`src/rtl/core/lruc_ram.sv`:
```
// ----------------------------------------------------------------------------
// lruc_ram
// Generic simple dual-port RAM, one write and one registered read port.
// ----------------------------------------------------------------------------
`default_nettype none

module lruc_ram #(
    parameter int WIDTH = 8,
    parameter int DEPTH = 16
) (
    input  wire logic                                  i_clk,
    input  wire logic                                  i_we,
    input  wire logic [((DEPTH > 1) ? $clog2(DEPTH) : 1)-1:0] i_waddr,
    input  wire logic [WIDTH-1:0]                      i_wdata,
    input  wire logic                                  i_re,
    input  wire logic [((DEPTH > 1) ? $clog2(DEPTH) : 1)-1:0] i_raddr,
    output logic      [WIDTH-1:0]                      o_rdata
);

    logic [WIDTH-1:0] r_mem [DEPTH];
    logic [WIDTH-1:0] r_rdata;

    always_ff @(posedge i_clk) begin
        if (i_we) begin
            r_mem[i_waddr] <= i_wdata;
        end
        if (i_re) begin
            r_rdata <= r_mem[i_raddr];
        end
    end

    assign o_rdata = r_rdata;

endmodule

`default_nettype wire

```
`config.mk`:
```
export PLATFORM = sky130hd
export DESIGN_NAME = lruc_ram
export DESIGN_NICKNAME = d
export VERILOG_FILES = /design/src/rtl/core/lruc_ram.sv
export SDC_FILE = /design/constraint.sdc
export NUM_CORES = 1
export LEC_CHECK = 0
export BUFFER_PORTS_ARGS = -buffer_cell sky130_fd_sc_hd__buf_2
export CAP_MARGIN = 5
export CORE_MARGIN = 2
export CORE_UTILIZATION = 28
export CTS_CLUSTER_DIAMETER = 30
export CTS_CLUSTER_SIZE = 12
export DETAILED_ROUTE_END_ITERATION = 8
export SLEW_MARGIN = 20
export SYNTH_ARGS = -nofsm -noshare
export SYNTH_HDL_FRONTEND = slang
export SYNTH_SLANG_ARGS = --single-unit
```
`constraint.sdc`:
```
create_clock -name i_clk -period 2.78 [get_ports i_clk]
set_input_delay 0.278 -clock i_clk [delete_from_list [all_inputs] [get_ports i_clk]]
set_output_delay 0.278 -clock i_clk [all_outputs]
set_load 0.005 [all_outputs]
```
# [After elaboration in Yosys (flattened, before gate mapping)]
# Memory sizes are Yosys's and may differ from the RTL's. A register that Yosys moved wholly into a read port is not among the register bits.
# Cells that the tools add are included.
[word_totals] regBits=0 ramBits=128 input_bits=19 output_inout_bits=8 elab_cells=3 mem_count=1
[classes] mux=2
[memory_table] memory="r_mem" words=16 width=8 rd=1 rd_clocked_by_memory_dff=1 wr=1 line_no="20" text="logic [WIDTH-1:0] r_mem [DEPTH];"
[op_table] cell="$mux 1" n=2

# [Depth between registers and ports, before layout]
[depth] depth_word=2 mapped_depth=5 ltp_nobuf=3

# [Least setup slack after synthesis]
# Ideal clock, no wire load.
[synth_path] path_type="input to register" from="in i_waddr[2] in the netlist's numbering" to="mem r_mem[0][0] (enable)" setup_time_ns=0.383 t_arrival_ns=1.388 required_ns=2.397 setup_slack_ns=1.009 path_stages=2 n_path_buf=0 cell_sequence="or3b_2 nor3_1"
[synth_lines] element="start, declared" line_no="13" text="input wire logic [((DEPTH > 1) ? $clog2(DEPTH) : 1)-1:0] i_waddr,"
[synth_lines] element="end, declared" line_no="20"
# No word-level cell before the write port.

==> impl_metrics.csv <==
group,metric,value,unit
cts,tritoncts,"built",
worst_setup_path,cp_data_arrival_time,1.71,ns
cts,cts_buffer_depth,2,
global_routing,grt_max_degree,33,
min_path,min_to,"o_rdata[3]",
routing,dr_total_vias,2441,
cts,path_clk_slew,0.06,ns
sta,tns,0,ns
min_path,whs_path_depth,1,
worst_setup_path,r2r-start,"r_mem[5][0]",
global_routing,grt_pass1_wl,15500,microns
cts,clk_latency,0.40,ns
worst_setup_path,critPathMaxFanout,20,
global_routing,grtUsageTotal,0.109,
power,total_power,4.60,mW
yosys,ys_ff_latch,136,
routing,drcViolationCount,0,
placement,place.gp.congestion,0.698,
floorplan,die_h,141,microns
global_routing,grt_antenna_before_repair,1,
yosys,synth_seq_area_share,0.781,
yosys,syn_nets,248,
layout,final_layout_size_suffix_gt1_frac,0.284,
yosys,synthTopCellsByArea,"edfxtp_1 (78%), mux4_2 (7.8%), mux4_1 (7.0%), a22oi_1 (2.3%), nor2_1 (0.93%)",
cts,ctsHtreeMaxLevel,4,
yosys,ys.flop_type,"edfxtp_1",
sta,hold_violations,0,
sta,worst_pin_slew,0.914,ns
yosys,yosys_warnings,0,
worst_setup_path,reg2reg_setup_slack,1.26,ns
routing,routed_wl,10100,microns
layout,area_delta_synth_final,18.8,%
worst_setup_path,path_class,"input pin to flop",
yosys,synth-edff-count,136,
cts,cts-root-buf,"clkbuf_16",
yosys,synthesis.area,0.00523,sq mm
sta,fmax,639,MHz
yosys,synth-async-reset-ratio,0,
sta,period_minus_slack,1.56,ns
status,status,"finished clean",
sta,slew_violations,0,
job,cap_violations,0,
yosys,synth_top_cell_by_area,"edfxtp_1",
yosys,synth_cell_types,18,
worst_setup_path,r2r_end,"o_rdata[0]",
floorplan,io_pins,27,
routing,via_per_inst,4.71,
cts,clkSinkCount,136,
floorplan,dieArea,0.0198,sq mm
yosys,syn_area_per_cell,22.8,sq um
power,power.leakage,2.04,nW
routing,drtIter0Drc,254,
placement,hpwlAfterDp,6410,microns
worst_setup_path,endpoint_kind,"flop",
layout,final_core_util,0.342,
sta,rsz0062_at_grt,"false",
layout,register_area,0.00408,sq mm
cts,cts_resized,0,
routing,wl_per_cell,19.4,microns
layout,nFillCells,1721,
worst_setup_path,startpoint_type,"input pin",
layout,multi_input_area,0.00106,sq mm
floorplan,num_rows,49,
floorplan,core-area,0.0181,sq mm
sta,setup_viol_count_final,0,
global_routing,grt.overflow.total,0,
cts,cts_setup_buffers,0,
routing,drt_pre_antenna_iters,5,
power,pwr_density_cell,741,mW/mm^2
sta,fin_crit_sh,0.563,
floorplan,dieWidth,141,microns
layout,fin_nets,295,
placement,dp_cells,486,
floorplan,start_util,0.288,
cts,ctsHoldBuffers,0,
placement,port_buffers,26,
sta,maxSlewHeadroom,0.389,
worst_setup_path,rr_worst_depth,3,
global_routing,grt_pass1_vias,2494,
routing,drtAntennaViolNets,0,
yosys,synth_most_common_cell,"edfxtp_1",
yosys,synth_top_area_share,0.781,
worst_setup_path,cp.required,2.93,ns
layout,diodes,0,
min_path,hold_path_startpoint,"i_re",
yosys,synthCells,229,
min_path,min_path_type,"input pin to flop",
power,irDropWorstVdd,0.426,mV
yosys,yosys-top-cells-count,"edfxtp_1 (136), mux4_2 (18), a22oi_1 (16), mux4_1 (14), nor2_1 (13)",
sta,skew,0.00786,ns
layout,instances_no_fill,518,
cts,numCtsBuffers,17,
## per-stage QoR
step / setup WS (ns) / hold WS, ns / instance area (sq um)
2_1_floorplan: 1.01 / 0.377 / 5230
3_3_place_gp: 0.762 / 0.652 / 5660
3_5_place_dp: 0.766 / 0.647 / 5660
4_1_cts: 1.19 / 0.221 / 6210
5_1_grt: 1.13 / 0.212 / 6210
6_report: 1.22 / 0.234 / 6210
## state kept, by name, indices dropped and copies added (netlist names)
name,flops
r_mem,128
o_rdata,8
## cell usage in the layout, fill, tap and decap left out
master / synthesis / layout
nor2_1: 13 / 13
mux4_2: 18 / 18
edfxtp_1: 136 / 136
buf_12: 0 / 1
clkinv_2: 0 / 4
a22oi_1: 16 / 16
nor3_1: 4 / 4
and2_1: 1 / 1
buf_2: 3 / 26
clkinv_1: 0 / 2
mux4_1: 14 / 14
or3b_2: 1 / 1
clkinv_4: 0 / 1
nand3_1: 1 / 1
nor2b_1: 1 / 1
and2b_1: 1 / 1
clkbuf_1: 0 / 5
buf_4: 1 / 11
clkbuf_16: 0 / 17
bufinv_16: 0 / 2
clkinvlp_4: 0 / 1
nand3b_1: 2 / 2
nand2_1: 9 / 9
nand2b_1: 2 / 2
## per-layer routing
layer / track usage / up-vias / wire, microns
met2: 0.156 / 78 / 4630
met1: 0.156 / 1275 / 4770
li1: - / 1075 / -
met3: 0.0425 / 11 / 559
met5: 0 / - / 7
met4: 0.0284 / 2 / 98
## worst max path at each step
stage	from	endpoint	slack (ns)	depth (start not counted)
after CTS	i_raddr[1]	o_rdata[2]	1.19	5
final	i_raddr[1]	o_rdata[4]	1.22	5
after detailed placement	i_raddr[1]	o_rdata[2]	0.77	5
after global placement	i_raddr[1]	o_rdata[2]	0.76	5
after global routing	i_raddr[1]	o_rdata[1]	1.13	5
after floorplan	i_waddr[2]	r_mem[0][0]	1.01	2
## worst max-delay path, stage by stage
cell	delay, ns
buf_2	0.43
buf_4	0.33
mux4_1	0.32
a22oi_1	0.25
nand2_1	0.09
## cell type report
type | instances | share of cell area
Sequential cell | 136 | 0.658
Multi-Input combinational cell | 83 | 0.170
Clock buffer | 22 | 0.0715
Tap cell | 229 | 0.0462
Timing Repair Buffer | 38 | 0.0375
Clock inverter | 10 | 0.0167
## kinds of logic (layout without fill, tap and decap cells)
logic type | Yosys count | after routing | synth area share
flops | 136 | 136 | 0.781
simple gates | 35 | 35 | 0.0314
buf+inv | 10 | 70 | 0.0165
compound gates | 16 | 16 | 0.0230
mux | 32 | 32 | 0.148
## power breakdown
group	internal [mW]	switching (mW)	leakage (nW)
Sequential	2.31	0.0109	1.24
Clock	1.31	0.767	0.267
Combinational	0.0857	0.122	0.541
Total	3.70	0.899	2.04
No activity file was read; power rests on OpenSTA's default activity.
