--- src/rtl/core/lruc_pkg.sv ---
// ----------------------------------------------------------------------------
// lruc_pkg
// Shared sizes, codes and types of the LRU cache with expiry.
// ----------------------------------------------------------------------------
`default_nettype none

package lruc_pkg;

    localparam int CAPACITY   = 64;
    localparam int KEY_BITS   = 64;
    localparam int VALUE_BITS = 32;

    // Fixed widths of the request and response fields
    localparam int KEY_FIELD_W = 64;
    localparam int DATA_W      = 32;
    localparam int CFG_W       = 7;
    localparam int OCC_W       = 7;

    localparam int IDX_W   = (CAPACITY > 1) ? $clog2(CAPACITY) : 1;
    localparam int CNT_W   = $clog2(CAPACITY + 1);
    localparam int CMP_W   = (CNT_W > CFG_W) ? CNT_W : CFG_W;
    localparam int VST_W   = (VALUE_BITS < DATA_W) ? VALUE_BITS : DATA_W;
    localparam int STAMP_W = 64;

    localparam logic [CFG_W-1:0] MAX_ENTRIES_RST = 7'd64;

    localparam logic OP_LOOKUP = 1'b0;
    localparam logic OP_WRITE  = 1'b1;

    typedef struct packed {
        logic [KEY_BITS-1:0] key;
        logic [VST_W-1:0]    value;
        logic [DATA_W-1:0]   expiry;
        logic                sgn;
        logic [STAMP_W-1:0]  stamp;
    } t_entry;

    localparam int ENTRY_W = $bits(t_entry);

    // Outcome of one walk over the entry memory
    typedef struct packed {
        logic             found;
        logic [IDX_W-1:0] fslot;
        t_entry           fentry;
        logic             have_v;
        logic [IDX_W-1:0] vslot;
        logic             have_free;
        logic [IDX_W-1:0] free;
    } t_scan;

endpackage

`default_nettype wire

--- src/rtl/core/lruc_scan.sv ---
// ----------------------------------------------------------------------------
// lruc_scan
// Walks the entry read data: key match, least recent entry, first free slot.
// ----------------------------------------------------------------------------
`default_nettype none

module lruc_scan
    import lruc_pkg::*;
(
    input  wire logic                i_clk,
    input  wire logic                i_rst_n,
    input  wire logic                i_clear,
    input  wire logic                i_chk_valid,
    input  wire logic [IDX_W-1:0]    i_chk_idx,
    input  wire logic                i_chk_used,
    input  wire t_entry              i_rdata,
    input  wire logic [KEY_BITS-1:0] i_key,
    output t_scan                    o_res
);

    t_scan              r_res, n_res;
    logic [STAMP_W-1:0] r_vstamp, n_vstamp;

    always_comb begin
        n_res    = r_res;
        n_vstamp = r_vstamp;
        if (i_clear) begin
            n_res.found     = 1'b0;
            n_res.have_v    = 1'b0;
            n_res.have_free = 1'b0;
        end else if (i_chk_valid) begin
            if (i_chk_used && (i_rdata.key == i_key)) begin
                n_res.found  = 1'b1;
                n_res.fslot  = i_chk_idx;
                n_res.fentry = i_rdata;
            end
            // oldest stamp is the least recent entry
            if (i_chk_used && (!r_res.have_v || (i_rdata.stamp < r_vstamp))) begin
                n_res.have_v = 1'b1;
                n_res.vslot  = i_chk_idx;
                n_vstamp     = i_rdata.stamp;
            end
            if (!i_chk_used && !r_res.have_free) begin
                n_res.have_free = 1'b1;
                n_res.free      = i_chk_idx;
            end
        end
    end

    always_ff @(posedge i_clk) begin
        if (!i_rst_n) begin
            r_res.found     <= 1'b0;
            r_res.have_v    <= 1'b0;
            r_res.have_free <= 1'b0;
        end else begin
            r_res.found     <= n_res.found;
            r_res.have_v    <= n_res.have_v;
            r_res.have_free <= n_res.have_free;
        end
        r_res.fslot  <= n_res.fslot;
        r_res.fentry <= n_res.fentry;
        r_res.vslot  <= n_res.vslot;
        r_res.free   <= n_res.free;
        r_vstamp     <= n_vstamp;
    end

    assign o_res = r_res;

endmodule

`default_nettype wire

--- config.mk ---
export PLATFORM = sky130hd
export DESIGN_NAME = lruc_scan
export DESIGN_NICKNAME = d
export VERILOG_FILES = /design/src/rtl/core/lruc_pkg.sv /design/src/rtl/core/lruc_scan.sv
export SDC_FILE = /design/constraint.sdc
export NUM_CORES = 1
export LEC_CHECK = 0
export BUFFER_PORTS_ARGS = -buffer_cell sky130_fd_sc_hd__buf_2
export CORE_MARGIN = 2
export CORE_UTILIZATION = 30
export CTS_CLUSTER_SIZE = 30
export DETAILED_ROUTE_END_ITERATION = 10
export PLACE_DENSITY = 0.55
export SLEW_MARGIN = 20
export SYNTH_ARGS = -nofsm -noshare
export SYNTH_HDL_FRONTEND = slang
export SYNTH_SLANG_ARGS = --single-unit
--- constraint.sdc ---
create_clock -name i_clk -period 13.5 [get_ports i_clk]
set_clock_uncertainty 0.1 [all_clocks]
set_input_delay 1.35 -clock i_clk [delete_from_list [all_inputs] [get_ports i_clk]]
set_output_delay 1.35 -clock i_clk [all_outputs]
set_load 0.05 [all_outputs]
; ---- After elaboration in Yosys (flattened, before gate mapping)
; Cells that the tools add are included.
[totals]
reg_bits = 278
in_bits = 268
out_inout_bits = 214
elab_cells = 30
[classes]
n_lt_le_gt_ge = 1
n_eq_ne = 1
bitwise = 2
n_reduce_logical = 14
[op_table]
columns = cell, count
row1 = equality test 64 bit, 1
row2 = < comparator 64 bit, 1
row3 = AND reduction 3 bit, 3
row4 = AND reduction 2 bit, 3
row5 = logical AND 1 bit, 3
row6 = logical NOT 1 bit, 3
row7 = NOT 1 bit, 2
row8 = OR reduction 2 bit, 1
row9 = logical OR 1 bit, 1

; ---- Depth between registers and ports, before layout
; Gate-level depths: netlist of run 1.
[logic_depth]
ltp_word = 4
depth_mapped = 8
ltp_nobuf = 8

; ---- Worst setup path after synthesis of run 1
; No wires, ideal clock.
[synth_timing]
path_kind = input-to-reg
startpoint = input i_key[59]
endpoint = register r_res, in the netlist o_res[100], enable pin
setup_time_ps = 762
t_arrival_ps = 10735
required_time_ps = 12638
path_slack_ps = 1904
stages = 6
path_buffers = 0
path_cell_list = xnor2_1 -> nand4_1 -> nor4_1 -> nand4_1 -> or4_1 -> nor2_1
[synth_between]
elab_chain_len = 3
[synth_lines]
columns = item, line_no
row1 = "start, declared", lruc_scan.sv:17  ; input wire logic [KEY_BITS-1:0] i_key,
row2 = equality test 64 bit, lruc_scan.sv:32  ; if (i_chk_used && (i_rdata.key == i_key)) begin
row3 = logical AND 1 bit, lruc_scan.sv:32
row4 = AND reduction 3 bit (no line), n/a
row5 = "end, declared", lruc_scan.sv:21  ; t_scan r_res, n_res;
; Every way passes these cells.
; A chain may end at the register's enable or synchronous reset.

; ---- Final worst setup path of run 1
[layout_timing]
startpoint = input i_key[10]
endpoint = register r_res, in the netlist o_res[21], enable pin
; Same word-level chain as after synthesis.

==> flow_metrics.tcl, run 1 <==
set metrics [dict create \
    layout.cells.most_common_list "buf_2, edfxtp_1, inv_1" \
    most_frequent_standard_cell_in_the_layout_excluding_fill_and_tap_cells "buf_2" \
    clock_tree.htree_level_count 1 \
    start_util_pct 30.3 \
    grt_use_met2_pct 26.1 \
    postCtsHoldBufs 0 \
    final_core_utilization_pct 42.1 \
    syn_inst 616 \
    final.period_utilization_pct 33.2 \
    power_leakage_nw 6.27 \
    cts_inserted_buffers 31 \
    grt.met1_usage_pct 20.3 \
    timing_worst_slew_pin_value_ns 0.970 \
    combPwrFrac_pct 6.5 \
    fill_cells 3358 \
    area_delta_synth_final_pct 39.0 \
    cellInternalPower_mw 1.61 \
    p_seq_share_pct 47.7 \
    synth_fp_nets 947 \
    syn_area_per_cell_um2 17.4 \
    hold-path-cell-count 2 \
    post_synth_instance_area_um2 10700 \
    drive_gt1_share_pct 46.4 \
    switching_power_uw 412 \
    clock_tree.buffer_depth 3 \
    cts_setup_buffers 0 \
    grt_first_pass_wirelength_mm 43.2 \
    io_buffers 481 \
    max_freq_mhz 223 \
    min-delay-start "o_res[213]" \
    ff_latch_area_um2 8320 \
    hold-path-endpoint "o_res[213]" \
    minimum_setup_slack_among_reg_to_reg_paths_ns 9.91 \
    multiInputGateArea_um2 2110 \
    reg2reg_from "r_vstamp[25]" \
    cts.sink_count 278 \
    max-cap-violations 0 \
    ys_dominant_reg_cell "edfxtp_1" \
    core_area_um2 35400 \
    synth.ff_latch_count 278 \
    worst_reg_to_reg_path_cell_count 9 \
    first_global_vias 7179 \
    global_routing_s_busiest_layer "met2" \
    max_slew_margin_pct 35.3 \
    reg2reg_to "o_res[9]" \
    grt_use_total_pct 15.7 \
    worst_ep_required_time_ns 13.57 \
    report.final.hold_viol_count 0 \
    worst_hold_slack_ns 0.368 \
    clk-insertion-delay-late_ns 0.55 \
    drt_first_iter_violations 404 \
    clk_transition_reported_paths_ns 0.06 \
    finalWeightedCongestion 0.899 \
    drt_first_pass_iters 4 \
    endpoint_kind "flip-flop" \
    largest_net_degree_at_the_start_of_global_routing 174 \
    antenna_cells 0 \
    unrepaired_setup_endpoints_after_global_routing "no" \
    slew_violations 0 \
    initial_antenna_violation_count 0 \
    yosys.cell_types.count 38 \
    ctsResizeCount 0 \
    drc 0 \
    min_period_ns 4.48 \
    power_density_nw_per_um2 136 \
    finalPower_mw 2.02 \
    synth-edff-count 275 \
    gr_overflow_total 0 \
    synth_seq_area_share_pct 77.6 \
    dp_wirelength_mm 24.0 \
    start_kind "input port" \
    pwr-share-clk_pct 45.8 \
    hold_path.class "reg -> reg" \
    data_arrival_time_of_the_critical_path_ns 4.55 \
    drtAntennaViolNets 0 \
    setup-tns-final_ns 0 \
    run_status "finished, final reports clean" \
    die-width_um 193 \
    yosys_warning_total 0 \
    core.rowCount 69 \
    async_flop_share_pct 0 \
    critical_path_maximum_fanout 173 \
    grt.met3_usage_pct 4.63 \
    detail_route.vias_per_cell 4.44 \
    cts_tree "yes" \
    peakVddDrop_v 0.0000929 \
    io_pins 482 \
    vias 7185 \
    finalSetupViolCount 0 \
    drt-total-wl_mm 30.8 \
    floorplan.die_area_um2 37200 \
    criticalPathCategory "in -> reg" \
    sw_frac_of_total_pct 20.4 \
    finalNetCount 1464 \
    routed_wire_length_per_instance_um 19.1 \
    clk_root_buffer_cell "clkbuf_16" \
    chipHeight_um 193 \
]
-- sequential cells by signal, indices dropped and copies added, names as in the netlist --
register  count
r_vstamp     64
o_res       214
-- routing by layer --
layer  up-vias  share of wire [%]
met5         -                  0
met4         0                1.3
met3        29                9.0
met2       302                 48
met1      3479                 42
li1       3375                  -
-- cells in the mapped netlist, drive strengths merged, types with 4 or more instances --
cell / instances / area, µm²
a21oi: 28 / 140
nor2: 7 / 26.3
nand4: 21 / 131
inv: 83 / 312
edfxtp: 275 / 8260
nand2: 16 / 60.1
a221oi: 8 / 70.1
a21o: 7 / 52.6
xnor2: 38 / 333
o21ai: 7 / 35.0
xor2: 8 / 70.1
nor3: 4 / 20.0
o22ai: 6 / 37.5
ha: 63 / 788
-- cell type report --
class | instances | area share (%)
flip-flops and latches | 278 | 55.9
repair buffers | 484 | 16.4
multi-input cells | 255 | 14.2
clock buffers | 32 | 5.24
well taps | 461 | 3.87
clock inverters | 24 | 2.35
inverters | 83 | 2.09
-- kinds of logic (layout without fill, tap and decap cells) --
| family | after synthesis | in the layout | share of synthesized area [%] |
|---|---|---|---|
| DFF | 278 | 278 | 77.6 |
| buffers and inverters | 83 | 623 | 2.91 |
| AOI/OAI and AO/OA | 75 | 75 | 4.63 |
| and+or+nand+nor | 71 | 71 | 3.70 |
| adders and majority gates | 63 | 63 | 7.36 |
| xor gates and xnor gates | 46 | 46 | 3.76 |
-- metrics by stage --
| step | cell area [µm²] | worst slack [ns] | cells |
|---|---|---|---|
| after floorplan | 10700 | 1.90 | 616 |
| after global placement | 13800 | 8.60 | 1561 |
| after detailed placement | 13800 | 8.57 | 1561 |
| after CTS | 14900 | 9.14 | 1617 |
| after global routing | 14900 | 8.84 | 1617 |
| final | 14900 | 9.02 | 1617 |
-- power groups by stage --
stage          sequential [mW]  combinational (mW)  clock (mW)
6_report                 0.965               0.132       0.925
5_1_grt                  0.965               0.147       0.981
4_1_cts                  0.965               0.133       0.949
3_5_place_dp             0.983               0.132           0
3_3_place_gp             0.983               0.130           0
2_1_floorplan            0.990              0.0520           0
-- critical path, cell delays in order --
cell       delay (ns)
buf_2            0.10
xnor2_1          0.23
o221ai_1         0.17
a2111oi_1        0.47
nand3_1          0.15
or4_1            0.49
nor2_4           0.64
buf_12           0.76
-- worst max-delay path by stage --
stage          slack, ns          from    endpoint
2_1_floorplan       1.90     i_key[59]  o_res[100]
3_3_place_gp        8.60  i_rdata[187]   o_res[18]
6_report            9.02     i_key[10]   o_res[21]
5_1_grt             8.84     i_key[10]   o_res[30]
3_5_place_dp        8.57     i_key[10]   o_res[42]
4_1_cts             9.14     i_key[10]   o_res[27]
Note: power is estimated with default switching activity, not from simulation.
==> run 2: changes to the inputs <==
--- a/config.mk
+++ b/config.mk
@@ -5,12 +5,13 @@
 export SDC_FILE = /design/constraint.sdc
 export NUM_CORES = 1
 export LEC_CHECK = 0
+export ABC_AREA = 1
 export BUFFER_PORTS_ARGS = -buffer_cell sky130_fd_sc_hd__buf_2
 export CORE_MARGIN = 2
 export CORE_UTILIZATION = 30
 export CTS_CLUSTER_SIZE = 30
 export DETAILED_ROUTE_END_ITERATION = 10
-export PLACE_DENSITY = 0.55
+export PLACE_DENSITY = 0.57
 export SLEW_MARGIN = 20
 export SYNTH_ARGS = -nofsm -noshare
 export SYNTH_HDL_FRONTEND = slang
==> constraint.sdc (replaced) <==
create_clock -name i_clk -period 3.65 [get_ports i_clk]
set_clock_uncertainty 0.1 [all_clocks]
set_input_delay 0.365 -clock i_clk [delete_from_list [all_inputs] [get_ports i_clk]]
set_output_delay 0.365 -clock i_clk [all_outputs]
set_load 0.05 [all_outputs]
==> run 2 against run 1 <==
Power rose to 3.6 times the previous value. Sequential power rose to 3.7 times the previous value. Synthesized area up 2.5%. Global-route usage up 1.0 points. Critical path depth up 7. Sequential share of layout area down 7.1 points. Sequential cell count unchanged. Combinational power rose to 4.7 times the previous value. Clock-buffer cell count up 9. Cell area up 15%. Via count up 17%. Register-to-register slack worse by 8.8 ns. Critical path type unchanged. Critical endpoint is now r_vstamp[9]. Highest routed layer is now met5.
==> flow_metrics.tcl, run 2 <==
set metrics [dict create \
    core_area_um2 36300 \
    synth_seq_area_share_pct 75.8 \
    reg2reg_to "r_vstamp[9]" \
    criticalPathCategory "in -> reg" \
    ys_top_cells_by_count "edfxtp_1, inv_1, nand2_1" \
    finalWeightedCongestion 0.885 \
    async_flop_share_pct 0 \
    min_period_ns 2.69 \
    critical_path_maximum_fanout 50 \
    worst_hold_slack_ns 0.0437 \
    ctsResizeCount 0 \
    clk_transition_reported_paths_ns 0.06 \
    setup-tns-final_ns 0 \
    gr_overflow_total 0 \
    ys_dominant_reg_cell "edfxtp_1" \
    detail_route.vias_per_cell 4.28 \
    cts_tree "yes" \
    finalNetCount 1801 \
    vias 8426 \
    drtAntennaViolNets 0 \
    io_buffers 481 \
    unrepaired_setup_endpoints_after_global_routing "no" \
    floorplan.die_area_um2 38100 \
    syn_inst 750 \
    place_inst 1704 \
    sum_of_routed_wire_segments_on_met1_mm 12.7 \
    cts_inserted_buffers 31 \
    most_frequent_standard_cell_in_the_layout_excluding_fill_and_tap_cells "buf_2" \
    yosys.cell_types.count 28 \
    grt_use_total_pct 16.7 \
    io_pins 482 \
    power_density_nw_per_um2 421 \
    clock_tree.buffer_depth 3 \
    critical_path_s_most_frequent_cell "nand2_1" \
    max_slew_margin_pct 30.5 \
    synth_compound_area_share_pct 4.07 \
    clock_tree.htree_level_count 1 \
    largest_family_of_logic_cells_by_synthesized_area "adder cells" \
    synth-simple-area-share_pct 6.91 \
    hold-path-endpoint "o_res[213]" \
    yosys-mux-area-fraction_pct 0 \
    data_arrival_time_of_the_critical_path_ns 2.81 \
    initial_antenna_violation_count 4 \
    power_leakage_nw 7.45 \
    timing_worst_slew_pin_value_ns 1.03 \
    slew_violations 0 \
    drt_first_pass_iters 4 \
    min-delay-start "i_rst_n" \
    run_status "finished, final reports clean" \
    first_global_vias 8687 \
    synthesized_area_fraction_occupied_by_adder_cells_pct 7.18 \
    minimum_setup_slack_among_reg_to_reg_paths_ns 1.10 \
    synth.top_cell.area_share_pct 75.2 \
    start_util_pct 30.2 \
    critical-path-max-stage-delay_ns 0.54 \
    die-width_um 195 \
    grt_first_pass_wirelength_mm 48.5 \
    yosys_warning_total 0 \
    synth-edff-count 275 \
    drc 0 \
    hold-path-cell-count 3 \
    top_layer_used "met5" \
    largest_register_ffs 214 \
    largest_net_degree_at_the_start_of_global_routing 102 \
    synth_fp_nets 1081 \
    endpoint_kind "flip-flop" \
    area_delta_synth_final_pct 55.4 \
    layout.cells.most_common_list "buf_2, edfxtp_1, dlygate4sd3_1" \
    worst_reg_to_reg_path_cell_count 14 \
    max-cap-violations 0 \
    routed_wire_length_per_instance_um 16.6 \
    peakVddDrop_v 0.000383 \
    max_freq_mhz 372 \
    timing.critical_path.slowest_stage_cell "dlygate4sd3_1" \
    cell_by_cell_trace_of_the_critical_path "dlygate4sd3_1, buf_2, ha_1, a21oi_1, nor2_1, nor3_1, nand2_1, nand2_1, nand2_1, nand2_1, nand2_1, nand2_1, nand2_1, a21oi_4, buf_12" \
    post_synth_instance_area_um2 11000 \
    worst_ep_required_time_ns 3.77 \
    clk_root_buffer_cell "clkbuf_16" \
    library_cell_with_the_highest_instance_count_after_synthesis "edfxtp_1" \
    dp_wirelength_mm 23.8 \
    start_kind "input port" \
    reg2reg_from "r_vstamp[5]" \
    layoutNonFillerInstCount 1967 \
    cts.sink_count 278 \
    final.period_utilization_pct 73.6 \
    finalSetupViolCount 0 \
    report.final.hold_viol_count 0 \
    clk-insertion-delay-late_ns 0.57 \
    core.rowCount 70 \
    drt_first_iter_violations 226 \
    post-synth-top-area-cell "edfxtp_1" \
    drive_gt1_share_pct 36.5 \
    synth.ff_latch_count 278 \
    routed_length_on_met3_mm 2.18 \
    drt-total-wl_mm 32.6 \
    ys_top_cells_by_area "edfxtp_1, ha_1, inv_1" \
    dr_wl_met2_mm 16.2 \
    yosys.area_share.xor_xnor_pct 1.52 \
    syn_area_per_cell_um2 14.6 \
    chipHeight_um 195 \
    hold_path.class "in -> reg" \
]
run 2: cell types whose count changed in the layout (fill, tap and decap cells not counted), moves of 8 or more:
cell / before / now
dlygate4sd3_1: 0 / 201
nand2_1: 16 / 106
inv_1: 83 / 133
nor2_1: 6 / 36
xnor2_1: 38 / 11
o21ai_0: 7 / 17
nand4_1: 21 / 12
clkbuf_1: 1 / 9
o22ai_1: 6 / 14
run 2: area by class of cell:
cell class	instances	area (µm²)
clock inverter	17	154
inverter	133	499
clock buffer	41	823
timing repair buffer	687	4490
sequential	278	8320
fill	3278	19300
tap	468	586
multi-input combinational	339	2180
antenna	4	10.0
run 2: how the worst max path moves through the flow:
stage / cells past startpoint / slack, ns / startpoint / end
2_1_floorplan: 6 / -0.88 / i_key[0] / o_res[100]
3_3_place_gp: 14 / 0.87 / i_rdata[5] / r_vstamp[10]
3_5_place_dp: 14 / 0.87 / i_rdata[5] / r_vstamp[9]
4_1_cts: 15 / 0.91 / i_rdata[5] / r_vstamp[10]
5_1_grt: 13 / 0.80 / i_rdata[189] / o_res[24]
6_report: 15 / 0.96 / i_rdata[5] / r_vstamp[9]
run 2: power breakdown:
part / switching [mW] / internal [mW]
sequential: 0.00633 / 3.54
clock: 1.28 / 1.73
combinational: 0.288 / 0.337
total: 1.58 / 5.61
run 2: stage by stage:
| step | instance area (µm²) | total power [mW] | util (%) | worst slack [ns] |
|---|---|---|---|---|
| 2_1_floorplan | 11000 | 3.80 | - | -0.881 |
| 3_3_place_gp | 14100 | 4.06 | 38.7 | 0.866 |
| 3_5_place_dp | 14100 | 4.07 | 38.7 | 0.866 |
| 4_1_cts | 17100 | 7.28 | 46.9 | 0.914 |
| 5_1_grt | 17100 | 7.47 | 46.9 | 0.798 |
| 6_report | 17100 | 7.18 | 46.9 | 0.963 |
run 2: cell families (layout without fill, tap and decap cells):
| logic type | Yosys count | in the layout |
|---|---|---|
| xor gates and xnor gates | 19 | 19 |
| other | 0 | 4 |
| buffers and inverters | 133 | 878 |
| and+or+nand+nor | 179 | 179 |
| DFF | 278 | 278 |
| adders and majority gates | 63 | 63 |
| AOI/OAI and AO/OA | 78 | 78 |
run 2: critical path: cells and delay by family:
kind	cells	cell delay [ns]
buffers and inverters	3	0.95
AO/OA/AOI/OAI	2	0.32
adder cells (fa/ha/maj)	1	0.31
AND/OR/NAND/NOR	9	0.78
run 2: repair_timing:
action | CTS | global route
buffers inserted | 0 | 0
endpoints found under the hold margin | 276 | 0
hold buffers | 201 | 0
run 2: layer usage:
metal  global-route usage, %  vias to the layer above
li1                        -                     4089
met4                    7.89                        2
met1                    18.7                     3903
met3                    3.90                       76
met2                    29.9                      356
met5                       0                        -
==> run 3: changes to the inputs <==
--- a/config.mk
+++ b/config.mk
@@ -5,13 +5,13 @@
 export SDC_FILE = /design/constraint.sdc
 export NUM_CORES = 1
 export LEC_CHECK = 0
-export ABC_AREA = 1
+export ABC_AREA = 0
 export BUFFER_PORTS_ARGS = -buffer_cell sky130_fd_sc_hd__buf_2
 export CORE_MARGIN = 2
 export CORE_UTILIZATION = 30
 export CTS_CLUSTER_SIZE = 30
 export DETAILED_ROUTE_END_ITERATION = 10
-export PLACE_DENSITY = 0.57
+export PLACE_DENSITY = 0.55
 export SLEW_MARGIN = 20
 export SYNTH_ARGS = -nofsm -noshare
 export SYNTH_HDL_FRONTEND = slang
==> constraint.sdc (replaced) <==
create_clock -name i_clk -period 2.75 [get_ports i_clk]
set_clock_uncertainty 0.1 [all_clocks]
set_input_delay 0.275 -clock i_clk [delete_from_list [all_inputs] [get_ports i_clk]]
set_output_delay 0.275 -clock i_clk [all_outputs]
set_load 0.05 [all_outputs]
==> run 3 against run 2 <==
Power up 31%. Clock power increased by 25%. Combinational power rose by 48%. Clock-buffer cell count is 3 lower.
==> flow_metrics.tcl, run 3 (synthesis results as in run 1) <==
set metrics [dict create \
    drc 0 \
    hold_path.class "in -> reg" \
    drt_first_pass_iters 4 \
    core.rowCount 69 \
    clk-insertion-delay-late_ns 0.56 \
    finalSetupViolCount 0 \
    drive_gt1_share_pct 41.7 \
    initial_antenna_violation_count 3 \
    largest_register_ffs 214 \
    peakVddDrop_v 0.000517 \
    detail_route.vias_per_cell 4.31 \
    drtAntennaViolNets 0 \
    die-width_um 193 \
    vias 7989 \
    timing.critical_path.slowest_stage_cell "dlygate4sd3_1" \
    cts_inserted_buffers 31 \
    global_routing_s_busiest_layer "met2" \
    clock_tree.htree_level_count 1 \
    finalNetCount 1699 \
    most_frequent_standard_cell_in_the_layout_excluding_fill_and_tap_cells "buf_2" \
    area_delta_synth_final_pct 61.0 \
    floorplan.die_area_um2 37200 \
    drt-total-wl_mm 32.2 \
    grt_first_pass_wirelength_mm 46.0 \
    critical_path_maximum_fanout 15 \
    clk_root_buffer_cell "clkbuf_16" \
    slew_violations 0 \
    cts.sink_count 278 \
    setup-tns-final_ns 0 \
    cp.depth 11 \
    endpoint_kind "flip-flop" \
    worst_ep_required_time_ns 2.96 \
    routed_wire_length_per_instance_um 17.4 \
    chipHeight_um 193 \
    dp_wirelength_mm 24.4 \
    timing_worst_slew_pin_value_ns 0.376 \
    clk_transition_reported_paths_ns 0.06 \
    finalWeightedCongestion 0.916 \
    criticalPathCategory "in -> reg" \
    layout.cells.most_common_list "buf_2, edfxtp_1, dlygate4sd3_1" \
    cts_tree "yes" \
    drt_first_iter_violations 255 \
    worst-path-buf-inv 5 \
    largest_net_degree_at_the_start_of_global_routing 31 \
    grt.met3_usage_pct 3.58 \
    cell_by_cell_trace_of_the_critical_path "dlygate4sd3_1, buf_2, ha_4, nand4_1, nor4b_4, nand2_2, nor4b_2, buf_4, a21oi_4, buf_12, clkbuf_16" \
    clock_tree.buffer_depth 3 \
    grt_use_total_pct 16.5 \
    worst_reg_to_reg_path_cell_count 10 \
    max_slew_margin_pct 74.7 \
    grt.met1_usage_pct 19.5 \
    max-cap-violations 0 \
    final.period_utilization_pct 97.8 \
    io_pins 482 \
    hold-path-cell-count 3 \
    first_global_vias 8330 \
    grt_use_met2_pct 29.1 \
    power_density_nw_per_um2 546 \
    final_core_utilization_pct 48.7 \
    run_status "finished, final reports clean" \
    power_leakage_nw 7.30 \
    fill_cells 3093 \
    min_period_ns 2.69 \
    max_freq_mhz 372 \
    start_kind "input port" \
    gr_overflow_total 0 \
    data_arrival_time_of_the_critical_path_ns 2.90 \
    core_area_um2 35400 \
    critical-path-max-stage-delay_ns 0.58 \
    start_util_pct 30.3 \
    crit_family "buffers and inverters" \
    report.final.hold_viol_count 0 \
    io_buffers 481 \
]
==> run 3: cell types whose count changed in the layout (fill, tap and decap cells not counted), sizes merged, moves of 8 or more <==
cell,delta
a21oi,-8
nand2,-90
xnor2,+27
nand4,+9
nor2,-32
inv,-51
o21ai,-12
buf,+27
o22ai,-8
==> run 3: worst paths after layout <==
path,startpoint,end,slack [ns]
min,i_rst_n,o_res[213],0.009
min reg2reg,o_res[213],o_res[213],0.40
max reg2reg,r_vstamp[63],r_vstamp[40],0.14
max,i_rdata[59],r_vstamp[40],0.06
==> run 3: what timing repair did <==
action,4_1_cts,5_1_grt
endpoints found under the setup margin,0,264
hold endpoints to repair,277,0
setup buffers,0,1
resized for setup,0,16
hold buffers,204,0
==> run 3: metrics by stage <==
step / cells / worst slack [ns] / power, mW / hold slack, ns / area [µm²]
final: 1852 / 0.0610 / 9.42 / 0.00853 / 17200
after global routing: 1852 / -0.0148 / 9.81 / 0.0111 / 17200
after CTS: 1848 / 0.0136 / 9.51 / 0.0114 / 17100
after detailed placement: 1589 / -0.343 / 5.49 / 0.353 / 14100
after global placement: 1589 / -0.368 / 5.48 / 0.352 / 14100
after floorplan: 616 / -2.16 / 5.12 / 0.274 / 10800
==> run 3: worst min-delay path: stages <==
cell and delay (ns):
buf_2 0.10, nand2b_1 0.18, a21oi_1 0.07
==> run 3: power by group <==
part	switching, mW	internal [mW]	total (mW)
clock network	1.61	2.15	3.76
registers	0.0130	4.72	4.74
logic	0.409	0.514	0.923
total	2.03	7.39	9.42
==> run 3: per-layer routing <==
metal / wire length (µm) / vias up / share of wire [%]
met5: 8 / - / 0.025
met4: 1030 / 2 / 3.2
met3: 2020 / 61 / 6.3
met2: 16200 / 294 / 50
met1: 12900 / 3792 / 40
li1: - / 3840 / -
==> run 3: cell type report <==
| cell class | instances | area, µm² | share of cell area, % |
|---|---|---|---|
| tap | 461 | 577 | 3.34 |
| multi-input combinational | 255 | 2230 | 12.9 |
| inverter | 83 | 312 | 1.81 |
| antenna | 1 | 2.50 | 0.0145 |
| sequential | 278 | 8320 | 48.2 |
| timing repair buffer | 719 | 4890 | 28.4 |
| clock inverter | 17 | 116 | 0.675 |
| clock buffer | 38 | 802 | 4.65 |
